==> config.mk <==
export PLATFORM = sky130hd
export DESIGN_NAME = range_meter_binary_packet_parser
export DESIGN_NICKNAME = d
export VERILOG_FILES = /design/src/rtl/core/rmbpp_pkg.sv /design/src/rtl/core/range_meter_binary_packet_parser.sv /design/src/rtl/core/rmbpp_framer.sv
export SDC_FILE = /design/constraint.sdc
export NUM_CORES = 1
export LEC_CHECK = 0
export BUFFER_PORTS_ARGS = -buffer_cell sky130_fd_sc_hd__buf_4
export CORE_ASPECT_RATIO = 1.1
export CORE_UTILIZATION = 56
export CTS_CLUSTER_DIAMETER = 50
export DETAILED_ROUTE_END_ITERATION = 10
export PLACE_DENSITY_LB_ADDON = 0.05
export SYNTH_ARGS = -nofsm -noshare
export SYNTH_HDL_FRONTEND = slang
export SYNTH_SLANG_ARGS = --single-unit
==> constraint.sdc <==
create_clock -name clk -period 4.4 [get_ports clk]
set_input_delay 0.66 -clock clk [delete_from_list [all_inputs] [get_ports clk]]
set_output_delay 0.66 -clock clk [all_outputs]
set_load 0.005 [all_outputs]
==> src/rtl/core/rmbpp_pkg.sv <==
`timescale 1ns / 1ps

package rmbpp_pkg;

	// Framing phase, one-hot
	typedef enum logic [3:0] {
		PH_WAIT   = 4'b0001,
		PH_DATA   = 4'b0010,
		PH_ERR_C2 = 4'b0100,
		PH_ERR_E  = 4'b1000
	} phase_t;

	localparam logic [7:0] ERR_LEAD  = 8'hC2;
	localparam logic [7:0] ERR_E     = 8'h45;
	localparam logic [7:0] ERR_R     = 8'h52;
	localparam int         START_BIT = 7;
	localparam int         DIST_W    = 21;
	localparam int         LEN_W     = 4;
	localparam logic [LEN_W-1:0] MIN_LEN   = 4'd3;
	localparam logic [LEN_W-1:0] LEN_RESET = 4'd3;

	// Result of one byte through the framer
	typedef struct packed {
		logic              hit;
		logic              error_flag;
		logic [DIST_W-1:0] distance;
	} result_t;

endpackage

==> src/rtl/core/range_meter_binary_packet_parser.sv <==
`timescale 1ns / 1ps
// Channel   Handshake              Payload
// rx        rx_valid / rx_stall    rx_byte[7:0]
// res       res_valid / res_stall  error_flag, distance[20:0]
// cfg       cfg_wen                cfg_wdata[3:0] (packet_length)
//
// One byte per cycle, unless a stalled result holds the input stage.
// The byte goes through one input stage, then the framer updates its phase and
// loads the output register in a single pass.
// arst_n clears the phase, byte count, stage and output valid; packet_length -> 3.
// A waiting result holds the stage only when the staged byte also has a result.

module range_meter_binary_packet_parser #(
	parameter int MAX_PACKET_BYTES = 8
) (
	input  logic                              clk,
	input  logic                              arst_n,
	input  logic                              rx_valid,
	output logic                              rx_stall,
	input  logic [7:0]                        rx_byte,
	output logic                              res_valid,
	input  logic                              res_stall,
	output logic                              error_flag,
	output logic [rmbpp_pkg::DIST_W-1:0]      distance,
	input  logic                              cfg_wen,
	input  logic [rmbpp_pkg::LEN_W-1:0]       cfg_wdata
);

	logic                        valid_s1;
	logic [7:0]                  byte_s1;
	logic [rmbpp_pkg::LEN_W-1:0] packet_length_q;
	logic                        res_valid_q;
	logic                        error_q;
	logic [rmbpp_pkg::DIST_W-1:0] distance_q;
	logic                        out_free;
	logic                        advance;
	logic                        rx_take;
	rmbpp_pkg::result_t          result;

	// Config register
	always_ff @(posedge clk or negedge arst_n) begin
		if (!arst_n) begin
			packet_length_q <= rmbpp_pkg::LEN_RESET;
		end else if (cfg_wen) begin
			packet_length_q <= cfg_wdata;
		end
	end

	// Stage advance: a byte with no result never waits on the output
	assign out_free = !res_valid_q || !res_stall;
	assign advance  = valid_s1 && (!result.hit || out_free);
	assign rx_stall = valid_s1 && !advance;
	assign rx_take  = rx_valid && !rx_stall;

	// Input stage
	always_ff @(posedge clk or negedge arst_n) begin
		if (!arst_n) begin
			valid_s1 <= 1'b0;
		end else if (rx_take) begin
			valid_s1 <= 1'b1;
		end else if (advance) begin
			valid_s1 <= 1'b0;
		end
	end

	always_ff @(posedge clk) begin
		if (rx_take) byte_s1 <= rx_byte;
	end

	rmbpp_framer #(
		.MAX_PACKET_BYTES(MAX_PACKET_BYTES)
	) u_framer (
		.clk          (clk),
		.arst_n       (arst_n),
		.advance      (advance),
		.rx_byte      (byte_s1),
		.packet_length(packet_length_q),
		.result       (result)
	);

	// Output register
	always_ff @(posedge clk or negedge arst_n) begin
		if (!arst_n) begin
			res_valid_q <= 1'b0;
		end else if (advance && result.hit) begin
			res_valid_q <= 1'b1;
		end else if (!res_stall) begin
			res_valid_q <= 1'b0;
		end
	end

	always_ff @(posedge clk) begin
		if (advance && result.hit) begin
			error_q    <= result.error_flag;
			distance_q <= result.distance;
		end
	end

	assign res_valid  = res_valid_q;
	assign error_flag = error_q;
	assign distance   = distance_q;

	// A stalled input means the stage holds a byte that has a result to deliver
	a_stall_cause: assert property (@(posedge clk) disable iff (!arst_n)
		rx_stall |-> (valid_s1 && result.hit && res_valid_q && res_stall))
		else $error("input stalled without a blocked result");

	// Error reports carry a zero distance
	a_err_zero: assert property (@(posedge clk) disable iff (!arst_n)
		(res_valid && error_flag) |-> (distance == '0))
		else $error("error result with nonzero distance");

	// A stalled result transaction stays valid and unchanged
	a_res_hold: assert property (@(posedge clk) disable iff (!arst_n)
		(res_valid && res_stall) |=>
		(res_valid && $stable(error_flag) && $stable(distance)))
		else $error("stalled result changed");

endmodule

==> src/rtl/core/rmbpp_framer.sv <==
`timescale 1ns / 1ps

module rmbpp_framer #(
	parameter int MAX_PACKET_BYTES = 8
) (
	input  logic                           clk,
	input  logic                           arst_n,
	input  logic                           advance,
	input  logic [7:0]                     rx_byte,
	input  logic [rmbpp_pkg::LEN_W-1:0]    packet_length,
	output rmbpp_pkg::result_t             result
);

	localparam int CNT_W = $clog2(MAX_PACKET_BYTES + 1);
	localparam int LW    = (CNT_W > rmbpp_pkg::LEN_W) ? CNT_W : rmbpp_pkg::LEN_W;
	localparam logic [LW-1:0] MAX_LEN = LW'(MAX_PACKET_BYTES);

	rmbpp_pkg::phase_t phase_q, phase_d;
	logic [CNT_W-1:0]  count_q, count_d;
	logic [6:0]        b0_q;
	logic [7:0]        b1_q;
	logic [6:0]        b2_q;
	logic              wr_b0, wr_b1, wr_b2;

	logic [rmbpp_pkg::LEN_W-1:0] len_min;
	logic [LW-1:0]               eff_len;
	logic [LW-1:0]               count_inc;
	logic [6:0]                  b2_use;

	// Clamp the configured length to [3, MAX_PACKET_BYTES]
	always_comb begin
		len_min = (packet_length < rmbpp_pkg::MIN_LEN) ? rmbpp_pkg::MIN_LEN : packet_length;
		eff_len = (LW'(len_min) > MAX_LEN) ? MAX_LEN : LW'(len_min);
	end

	assign count_inc = LW'(count_q) + LW'(1);
	// the third byte may be arriving in this very transaction
	assign b2_use    = (count_q == CNT_W'(2)) ? rx_byte[6:0] : b2_q;

	// Next phase, byte capture and result
	always_comb begin
		phase_d           = phase_q;
		count_d           = count_q;
		wr_b0             = 1'b0;
		wr_b1             = 1'b0;
		wr_b2             = 1'b0;
		result.hit        = 1'b0;
		result.error_flag = 1'b0;
		result.distance   = {6'd0, b1_q, 7'd0} | {b0_q, 14'd0} | {14'd0, b2_use};
		case (phase_q)
			rmbpp_pkg::PH_WAIT: begin
				count_d = '0;
				if (rx_byte == rmbpp_pkg::ERR_LEAD) begin
					phase_d = rmbpp_pkg::PH_ERR_C2;
				end else if (rx_byte[rmbpp_pkg::START_BIT]) begin
					wr_b0   = 1'b1;
					count_d = CNT_W'(1);
					phase_d = rmbpp_pkg::PH_DATA;
				end
			end
			rmbpp_pkg::PH_ERR_C2: begin
				phase_d = (rx_byte == rmbpp_pkg::ERR_E) ? rmbpp_pkg::PH_ERR_E
				                                        : rmbpp_pkg::PH_WAIT;
			end
			rmbpp_pkg::PH_ERR_E: begin
				phase_d = rmbpp_pkg::PH_WAIT;
				if (rx_byte == rmbpp_pkg::ERR_R) begin
					result.hit        = 1'b1;
					result.error_flag = 1'b1;
					result.distance   = '0;
				end
			end
			rmbpp_pkg::PH_DATA: begin
				wr_b1   = (count_q == CNT_W'(1));
				wr_b2   = (count_q == CNT_W'(2));
				count_d = count_inc[CNT_W-1:0];
				if (count_inc >= eff_len) begin
					phase_d    = rmbpp_pkg::PH_WAIT;
					count_d    = '0;
					result.hit = 1'b1;
				end
			end
			default: begin
				phase_d = rmbpp_pkg::PH_WAIT;
				count_d = '0;
			end
		endcase
	end

	// Control state
	always_ff @(posedge clk or negedge arst_n) begin
		if (!arst_n) begin
			phase_q <= rmbpp_pkg::PH_WAIT;
			count_q <= '0;
		end else if (advance) begin
			phase_q <= phase_d;
			count_q <= count_d;
		end
	end

	// Packet bytes, written before they are read
	always_ff @(posedge clk) begin
		if (advance && wr_b0) b0_q <= rx_byte[6:0];
		if (advance && wr_b1) b1_q <= rx_byte;
		if (advance && wr_b2) b2_q <= rx_byte[6:0];
	end

	// Count is only live inside a packet
	a_count_idle: assert property (@(posedge clk) disable iff (!arst_n)
		(phase_q != rmbpp_pkg::PH_DATA) |-> (count_q == '0))
		else $error("byte count nonzero outside a packet");

	// Error report only closes a C2 'E' 'R' sequence
	a_err_seq: assert property (@(posedge clk) disable iff (!arst_n)
		(advance && result.hit && result.error_flag) |->
		(phase_q == rmbpp_pkg::PH_ERR_E && rx_byte == rmbpp_pkg::ERR_R))
		else $error("error report outside error sequence");

	// Any result returns the framer to waiting
	a_hit_wait: assert property (@(posedge clk) disable iff (!arst_n)
		(advance && result.hit) |=> (phase_q == rmbpp_pkg::PH_WAIT && count_q == '0))
		else $error("framer not back to waiting after a result");

endmodule

* After elaboration in Yosys (flattened, before gate mapping)
Cells that the tools add are included.
** Operators by class
- Reduce and logical (&&, ||, !) cells :: 18
- Add/sub/neg operators :: 1
- Bitwise gates (word level) :: 3
- Magnitude comparators :: 3
- Equal/unequal tests :: 12
- Multiplexer cells :: 25
** Operators by type and width (count)
- 4-bit two-way mux :: 8
- 4-bit case mux with 3 select lines :: 2
- 23-bit two-way mux :: 1
- 21-bit two-way mux :: 1
- 15-bit by 21-bit bitwise OR with 21-bit output :: 1
- 21-bit by 7-bit bitwise OR with 21-bit output :: 1
- 8-bit by 7-bit equality test with 1-bit output (second input constant) :: 2
- 1-bit two-way mux :: 11
- 4-bit by 1-bit equality test with 1-bit output (second input constant) :: 2
- 4-bit by 2-bit equality test with 1-bit output (second input constant) :: 2
- 8-bit equality test (second input constant) :: 1
- 1-bit logical AND :: 7
- 7-bit two-way mux :: 1
- 1-bit logical NOT :: 5
- 4-bit by 1-bit adder with 4-bit output (second input constant) :: 1
- 4-bit by 3-bit equality test with 1-bit output (second input constant) :: 1
- 4-bit equality test (second input constant) :: 1
- 4-bit greater-or-equal comparator :: 1
- 4-bit > comparator (second input constant) :: 1
- 4-bit by 2-bit < comparator with 1-bit output (second input constant) :: 1
- 2-bit by 1-bit inequality test with 1-bit output (second input constant) :: 2
- 3-bit by 2-bit inequality test with 1-bit output (second input constant) :: 1
- 3-bit AND reduction :: 1
- 1-bit logical OR :: 2
- 5 further kinds :: 5
** Word-level totals
- Register bits :: 66
- Input port bits :: 17
- Logic and storage cells :: 73
- Output and inout port bits :: 24

* Longest topological paths before layout
Gate-level depths: netlist of the first run.
- Depth after elaboration :: 15
- Mapped depth :: 9
- Depth with buffers taken out :: 9

* Modules after synthesis
Synthesis of the first run repeated with hierarchy kept, for this count alone.
** Second synthesis, totals
- Cell total of the unflattened synthesis :: 187
- Area total of the unflattened synthesis :: 2811.4 um^2
** By module, submodules not included
- rmbpp_framer :: seq. area each 862.1 um^2, area an instance 1657.8 um^2, instances 1, cells an instance 137
- range_meter_binary_packet_parser :: seq. area each 1053.5 um^2, area an instance 1153.6 um^2, instances 1, cells an instance 50

* Worst setup path before layout of the first run
No wires, ideal clock.
- Path kind :: reg2reg
- Start point :: reg u_framer.count_q[0]
- End point :: reg distance_q, in the netlist distance[0] (enable)
- Buffers on the path :: 0
- Path slack :: 1.169 ns
- Arrival time :: 2.823 ns
- Period minus slack after synthesis :: 3.231 ns
- Setup time :: 0.408 ns
- Data required time :: 3.992 ns
- Cell stages (with the launch flop) :: 9
- Cell sequence :: dfrtp_1 -> inv_1 -> ha_1 -> inv_1 -> ha_1 -> a2111oi_4 -> o31a_4 -> nand2b_4 -> a21oi_1
** Between the ends
- Word-level cells in the longest chain between the ends :: 8
** Ends and longest elaborated chain
- start: declaration :: line rmbpp_framer.sv:19 : logic [CNT_W-1:0] count_q, count_d;
- start signal: assignment :: line rmbpp_framer.sv:97 : count_q <= count_d;
- 4-bit by 1-bit adder with 4-bit output * :: line rmbpp_framer.sv:36 : assign count_inc = LW'(count_q) + LW'(1);
- 4-bit greater-or-equal comparator * :: line rmbpp_framer.sv:77 : if (count_inc >= eff_len) begin
- 1-bit two-way mux * :: line rmbpp_framer.sv:77
- 1-bit case mux with 2 select lines * :: line rmbpp_framer.sv:50 : case (phase_q)
- 1-bit logical NOT :: line range_meter_binary_packet_parser.sv:51 : assign advance = valid_s1 && (!result.hit || out_free);
- 1-bit logical OR :: line range_meter_binary_packet_parser.sv:51
- 1-bit logical AND :: line range_meter_binary_packet_parser.sv:51
- 1-bit logical AND * :: line range_meter_binary_packet_parser.sv:93 : if (advance && result.hit) begin
- end signal: assignment :: line range_meter_binary_packet_parser.sv:95 : distance_q <= result.distance;
- end: declaration :: line range_meter_binary_packet_parser.sv:34 : logic [rmbpp_pkg::DIST_W-1:0] distance_q;
Every way passes the cells marked *; elsewhere a longest branch is shown, timed or not.
A chain may end at the register's enable or synchronous reset.

* Final worst setup path of the first run
- Start point :: reg u_framer.count_q[0]
- End point :: out rx_stall
** Between the ends
- Word-level cells in the longest chain between the ends :: 9
** Ends and longest elaborated chain
- 4-bit by 1-bit adder with 4-bit output :: line rmbpp_framer.sv:36
- 4-bit greater-or-equal comparator :: line rmbpp_framer.sv:77
- 1-bit two-way mux :: line rmbpp_framer.sv:77
- 1-bit case mux with 2 select lines :: line rmbpp_framer.sv:50
- 1-bit logical NOT :: line range_meter_binary_packet_parser.sv:51
- 1-bit logical OR :: line range_meter_binary_packet_parser.sv:51
- 1-bit logical AND :: line range_meter_binary_packet_parser.sv:51
- 1-bit logical NOT :: line range_meter_binary_packet_parser.sv:52 : assign rx_stall = valid_s1 && !advance;
- 1-bit logical AND :: line range_meter_binary_packet_parser.sv:52
- end: declaration :: line range_meter_binary_packet_parser.sv:19 : output logic rx_stall,
Every way passes these cells.

==> reports/metrics.csv, run 1 <==
stage;metric;value;unit
finish;commonest non-fill, non-tap cell in the layout;edfxtp_1;
power_and_ir_drop;PD cells;420.8;nW/µm²
cts;TritonCTS buffer count;9;
timing;Tmin final;3.129;ns
power_and_ir_drop;switching share of power;0.2438;
drt;post-detailed-routing wire length;4768;µm
timing;Slew @ Worst Pin;1.212;ns
floorplan;io pins;41;
place;DP Wirelength;3531;µm
drt;antenna violation net count after detailed routing;0;
drt;drt wl/cell;15.68;µm
synth;Yosys cell types;41;
cts;post-CTS setup buffers;0;
power_and_ir_drop;Max IR drop VDD;0.0002857;V
setup_path;crit-path max cell delay;0.45;ns
power_and_ir_drop;internal cell power;1.056;mW
cts;Clk Latency, worst-skew pair;0.34;ns
cts;clk slew on worst S/H paths;0.07;ns
setup_path;worst path required time;3.74;ns
floorplan;Initial Util;0.5905;
cts;H-tree Lvls;3;
setup_path;Setup CP Type;flop to output port;
global_routing;vias in the first global route;1694;
cts;clk buf depth;2;
timing;clock skew;0.01083;ns
place;gp weighted congestion;0.8220;
timing;slew margin rel.;0.1922;
timing;Final setup viols;0;
global_routing;global-route wire length before repair;7721;µm
setup_path;startpoint types;flop;
cts;hold_buf cts;0;
cts;# resized after CTS;0;
status;status;complete, no violations;
power_and_ir_drop;Reg power frac;0.542;
setup_path;critical path's slowest cell;dfrtp_1;
setup_path;CP cell instances;inv_1 -> ha_1 -> inv_1 -> ha_1 -> a2111oi_4 -> o31a_4 -> nand2b_4 -> nor2_4 -> buf_4;
synth;Synth Register Bits;66;
synth;Mapped Area;2766;µm²
setup_path;critical path fanouts, max;6;
synth;Post-Syn Instances;194;
finish;number of diodes;0;
drt;DR iter-0 viols;97;
finish;final core area utilization;0.7083;
synth;sequential area share after synthesis;0.6924;
drt;drt pass-1 iters;4;
power_and_ir_drop;Net Sw Power;340.4;µW
timing;fin. max-slew vios;0;
power_and_ir_drop;Clk network pwr share;0.331;
drt;routed vias/inst;5.474;
floorplan;CORE AREA;4684;µm²
timing;TNS Setup;0;ns
synth;Post-Syn Area per Cell;14.26;µm²
timing;unrepaired setup endpoints after global routing;false;
finish;most frequent cells in the layout;edfxtp_1 (52), buf_4 (40), nand2_1 (29);
synth;Post-synth ARST share;0.2121;
timing;fmax;319.5;MHz
setup_path;crit path DAT;2.47;ns
finish;Layout area overhead;19.95;%
place;Port Buf Inserts;40;
global_routing;global route overflow;0;
place;pre-CTS WS;1.301;ns
timing;Period Utilization, post-route;0.7112;
floorplan;die width;69.02;µm
synth;post-synth net total;218;
floorplan;Die ar.;5225;µm²
floorplan;FP Rows;26;
global_routing;initial antenna violation count;0;
floorplan;Die H;75.72;µm
cts;CTS root buf;clkbuf_8;
global_routing;largest net degree at the start of global routing;23;
drt;Via Count;1664;
finish;ratio of cells with drive above 1 in the final layout;0.2903;
power_and_ir_drop;Combinational Power Share;0.128;
run;max cap viols;0;
finish;post-layout net count;267;
setup_path;Critical Path Sink Type;output port;
cts;CTS tree;built;
timing;final hold violations;0;
drt;DR DRC count;0;
global_routing;Total GRT Usage;0.2020;
synth;Post-synth EDFFs;52;
hold_path;Hold Path Class;input port to async pin;
power_and_ir_drop;Pleak;1.296;nW
synth;Yosys warning count;0;
timing;slack of the critical path;1.271;ns
cts;# clock sinks;66;
synth;Synth Flop Type;edfxtp_1;
==> synth_stat cells (3+ instances only) <==
library cell | count | area [µm²]
o31ai_1 | 3 | 22.52
edfxtp_1 | 52 | 1562
nor2_1 | 6 | 22.52
dfstp_2 | 3 | 78.83
and2_1 | 14 | 87.58
nor3_1 | 5 | 25.02
dfrtp_1 | 11 | 275.3
o21ai_1 | 3 | 15.01
o21ai_0 | 6 | 30.03
ha_1 | 7 | 87.58
a21oi_1 | 12 | 60.06
nand2_1 | 29 | 108.9
inv_1 | 7 | 26.28
==> cells by family after synthesis <==
logic type | after synthesis | share of synthesized area
AOI/OAI and AO/OA | 33 | 0.09091
adders and majority gates | 7 | 0.03166
and+or+nand+nor | 74 | 0.1578
xor gates and xnor gates | 3 | 0.009500
muxes | 1 | 0.004070
DFF | 66 | 0.6924
buffers and inverters | 10 | 0.01357
==> stage by stage <==
stage | power [mW] | hold WS (ns) | cells | area (µm²)
after detailed placement | 0.9480 | 0.5074 | 288 | 3133
after global placement | 0.9381 | 0.4878 | 288 | 3133
final | 1.396 | 0.1628 | 304 | 3318
after global routing | 1.458 | 0.1611 | 304 | 3318
after CTS | 1.408 | 0.1509 | 304 | 3318
after floorplan | 0.8885 | 0.3644 | 194 | 2766
==> final timing paths <==
| check | start | to | slack [ns] | cells after the start |
|---|---|---|---|---|
| max | u_framer.count_q[0] | rx_stall | 1.27 | 9 |
| min | arst_n | u_framer.count_q[0] | 0.16 | 1 |
| max reg2reg | u_framer.count_q[0] | distance[1] | 1.30 | 8 |
| min reg2reg | u_framer.b1_q[6] | distance[13] | 0.51 | 1 |
| max in group asynchronous | arst_n | u_framer.phase_q[0] | 4.00 | 1 |
| min in group clk | rx_byte[2] | byte_s1[2] | 0.50 | 1 |
==> layer usage <==
metal | up-vias | global-route usage | wire length [µm]
li1 | 804 | - | -
met1 | 805 | 0.2254 | 1910
met2 | 50 | 0.3538 | 2504
met3 | 5 | 0.07275 | 300
met4 | 0 | 0.09524 | 53
met5 | - | 0 | 0
==> layout make-up <==
type / count / area (µm²)
flip-flops and latches: 66 / 1916
multi-input cells: 118 / 817.0
repair buffers: 40 / 300.3
clock inverters: 2 / 12.51
fillers: 328 / 1366
inverters: 8 / 30.03
well taps: 56 / 70.07
clock buffers: 14 / 172.7
==> power groups by stage <==
stage / clock network [mW] / logic, mW / registers [mW]
2_1_floorplan: 0 / 0.129 / 0.759
6_report: 0.462 / 0.178 / 0.757
4_1_cts: 0.471 / 0.181 / 0.756
5_1_grt: 0.495 / 0.201 / 0.761
3_5_place_dp: 0 / 0.179 / 0.769
3_3_place_gp: 0 / 0.173 / 0.765
==> sequential cells by signal, summed over array words and instances, names as in the netlist <==
signal / cells
u_framer.b1_q: 8
u_framer.b0_q: 7
distance: 21
res_valid: 1
valid_s1: 1
u_framer.count_q: 4
byte_s1: 8
u_framer.phase_q: 4
packet_length_q: 4
error_flag: 1
u_framer.b2_q: 7
==> critical path: cells and delay by family (launching register included) <==
kind	cells	cell delay, ns
AOI/OAI and AO/OA	2	0.58
adders and majority gates	2	0.62
buffers and inverters	3	0.27
DFF	1	0.45
and+or+nand+nor	2	0.21
Power figures use the tool's default switching activity.
==> run 2: changes to the inputs <==
Settings changed: ABC_AREA set to 1.
Clock period 4.4 ns to 3.05 ns, I/O delays scaled along.
==> reports/metrics.csv, run 2 <==
stage;metric;value;unit;change
status;status;complete, no violations;;unchanged
drt;drt wl/cell;12.19;µm;was 15.68 µm
finish;post-layout net count;332;;was 267
timing;slack of the critical path;0.2302;ns;was 1.271 ns
drt;routed vias/inst;4.918;;was 5.474
synth;Yosys cell types;28;;was 41
synth;area share of the largest cell type after synthesis;0.5447;;was 0.5645
synth;Synth Flop Type;edfxtp_1;;unchanged
timing;clock skew;0.005653;ns;was 0.01083 ns
cts;clk buf depth;2;;unchanged
synth;top cell type by total area after synthesis;edfxtp_1;;unchanged
cts;post-CTS setup buffers;0;;unchanged
hold_path;Min-Delay Endpoint;byte_s1[7];;
drt;antenna violation net count after detailed routing;0;;unchanged
global_routing;global-route wire length before repair;7755;µm;was 7721 µm
timing;final hold violations;0;;unchanged
timing;unrepaired setup endpoints after global routing;false;;unchanged
timing;final hold slack;0.2946;ns;was 0.1628 ns
cts;# clock sinks;66;;unchanged
timing;fmax;354.6;MHz;
synth;Synth Register Bits;66;;unchanged
setup_path;startpoint types;flop;;unchanged
synth;Post-Syn Instances;256;;was 194
synth;Yosys warning count;0;;unchanged
synth;post-synth net total;280;;was 218
cts;Clk Latency, worst-skew pair;0.33;ns;was 0.34 ns
finish;number of diodes;0;;unchanged
cts;CTS root buf;clkbuf_8;;unchanged
setup_path;flop2flop setup slack;0.55;ns;was 1.30 ns
global_routing;largest net degree at the start of global routing;24;;was 23
timing;fin. max-slew vios;0;;unchanged
cts;hold_buf cts;1;;was 0
finish;Fillers;342;;was 328
drt;post-detailed-routing wire length;4487;µm;was 4768 µm
drt;drt pass-1 iters;6;;was 4
global_routing;initial antenna violation count;0;;unchanged
synth;most frequent cell after synthesis;nand2_1;;was edfxtp_1
synth;sequential area share after synthesis;0.6683;;was 0.6924
timing;Final setup viols;0;;unchanged
setup_path;Worst R2R End;u_framer.b1_q[4];;was distance[1]
cts;TritonCTS buffer count;9;;unchanged
drt;DR iter-0 viols;131;;was 97
power_and_ir_drop;PD cells;649.0;nW/µm²;was 420.8 nW/µm²
cts;CTS tree;built;;unchanged
timing;Slew @ Worst Pin;0.4167;ns;was 1.212 ns
finish;Layout area overhead;20.60;%;was 19.95%
hold_path;hold depth;1;;
finish;ratio of cells with drive above 1 in the final layout;0.2628;;was 0.2903
timing;Tmin final;2.820;ns;
global_routing;Total GRT Usage;0.1894;;was 0.2020
timing;slew margin rel.;0.7222;;was 0.1922
floorplan;FP Rows;26;;unchanged
floorplan;io pins;41;;unchanged
global_routing;global route overflow;0;;unchanged
synth;Synth area leaders;edfxtp_1 (54%), dfrtp_1 (9.6%), nand2_1 (8.9%);;was edfxtp_1 (56%), dfrtp_1 (10%), nand2_1 (3.9%)
floorplan;CORE AREA;4782;µm²;was 4684 µm²
place;gp weighted congestion;0.8097;;was 0.8220
cts;# resized after CTS;0;;unchanged
synth;Post-synth EDFFs;52;;unchanged
drt;DR DRC count;0;;unchanged
floorplan;die width;70.22;µm;was 69.02 µm
hold_path;Hold Path Class;input port to flop;;was input port to async pin
floorplan;Die H;77.04;µm;was 75.72 µm
synth;Post-synth ARST share;0.2121;;unchanged
setup_path;worst reg-to-reg path cell count;12;;was 8
floorplan;Die ar.;5409;µm²;was 5225 µm²
setup_path;Setup CP Type;flop to output port;;unchanged
drt;Via Count;1810;;was 1664
floorplan;Initial Util;0.5994;;was 0.5905
timing;Period Utilization, post-route;0.9245;;
synth;Post-Syn Area per Cell;11.20;µm²;was 14.26 µm²
run;max cap viols;0;;unchanged
global_routing;vias in the first global route;1702;;was 1694
place;Port Buf Inserts;40;;unchanged
cts;H-tree Lvls;3;;unchanged
place;pre-CTS WS;0.5765;ns;was 1.301 ns
setup_path;critical path fanouts, max;13;;was 6
finish;commonest non-fill, non-tap cell in the layout;nand2_1;;was edfxtp_1
setup_path;crit path DAT;2.36;ns;was 2.47 ns
cts;clk slew on worst S/H paths;0.07;ns;about the same
setup_path;worst path required time;2.59;ns;was 3.74 ns
finish;max reg flops;21;;unchanged
setup_path;Critical Path Sink Type;output port;;unchanged
timing;TNS Setup;0;ns;unchanged
place;DP Wirelength;3123;µm;was 3531 µm
synth;Mapped Area;2866;µm²;was 2766 µm²
setup_path;worst r2r src;u_framer.count_q[0];;unchanged
hold_path;Hold Startpoint;rx_byte[7];;
synth;top cells by count, synth;nand2_1 (68), edfxtp_1 (52), inv_1 (44), dfrtp_1 (11), nor2_1 (10);;was edfxtp_1 (52), nand2_1 (29), and2_1 (14), a21oi_1 (12), dfrtp_1 (11)
power_and_ir_drop;Max IR drop VDD;0.0004386;V;was 0.0002857 V
power_and_ir_drop;Pleak;1.632;nW;was 1.296 nW
finish;most frequent cells in the layout;nand2_1 (68), edfxtp_1 (52), inv_1 (44), buf_4 (44), dfrtp_1 (11);;was edfxtp_1 (52), buf_4 (40), nand2_1 (29)
==> run 2: changes by cell type in the layout (fill, tap and decap cells not counted), moves of 6 or more <==
cell,previous run,this run
and2_1,14,0
a21oi_1,11,2
nand3_1,2,8
inv_2,0,6
inv_1,7,44
nand4_1,2,9
nand2_1,29,68
==> run 2: power breakdown <==
group          internal (mW)  switching [mW]  total [mW]  leakage [nW]
logic                  0.147           0.212       0.359         0.877
registers               1.07          0.0539        1.12         0.651
clock network          0.451           0.315       0.766         0.105
==> run 2: how the worst max path moves through the flow <==
stage / from / to / slack (ns) / depth (start not counted)
4_1_cts: u_framer.count_q[0] / rx_stall / 0.24 / 11
6_report: u_framer.count_q[0] / rx_stall / 0.23 / 11
2_1_floorplan: u_framer.count_q[0] / u_framer.b1_q[0] / 0.54 / 12
3_3_place_gp: u_framer.count_q[0] / u_framer.b1_q[0] / 0.68 / 12
3_5_place_dp: u_framer.count_q[0] / u_framer.b0_q[1] / 0.58 / 11
5_1_grt: u_framer.count_q[0] / rx_stall / 0.02 / 11
==> run 2: metrics by stage <==
| stage | total power, mW | cell area (µm²) | util | std cells |
|---|---|---|---|---|
| 6_report | 2.244 | 3457 | 0.7229 | 368 |
| 2_1_floorplan | 1.379 | 2867 | - | 256 |
| 3_5_place_dp | 1.495 | 3242 | 0.6779 | 352 |
| 4_1_cts | 2.259 | 3457 | 0.7229 | 368 |
| 3_3_place_gp | 1.491 | 3242 | 0.6779 | 352 |
| 5_1_grt | 2.365 | 3457 | 0.7229 | 368 |
==> run 2: cell families after synthesis <==
family                     share of synthesized area
buffers and inverters                        0.07420
DFF                                           0.6683
xor gates and xnor gates                    0.006112
adders and majority gates                    0.03055
AOI/OAI and AO/OA                            0.02052
muxes                                        0.01964
and+or+nand+nor                               0.1807
==> run 2: metal layers <==
metal  up-vias  global-route usage  wire length (µm)
met4         0              0.1020               108
li1        936                   -                 -
met2        40              0.2808              2074
met1       824              0.2601              2115
met3        10             0.04336               189
met5         -                   0                 0
==> run 2: area by class of cell <==
type / count / area, µm² / share of cell area
repair buffers: 45 / 340.3 / 0.09844
well taps: 56 / 70.07 / 0.02027
inverters: 50 / 187.7 / 0.05429
clock inverters: 6 / 81.33 / 0.02353
flip-flops and latches: 66 / 1916 / 0.5541
multi-input cells: 136 / 738.2 / 0.2135
clock buffers: 9 / 123.9 / 0.03583
==> run 2: critical path, cell delays in order (launching register included) <==
cell     delay [ns]
dfrtp_1        0.44
nand3_1        0.12
xor2_1         0.21
inv_1          0.08
ha_1           0.33
a21oi_1        0.26
nand3_1        0.11
nand2_1        0.08
nand2_2        0.07
nand2_4        0.15
nor2_2         0.06
buf_4          0.13
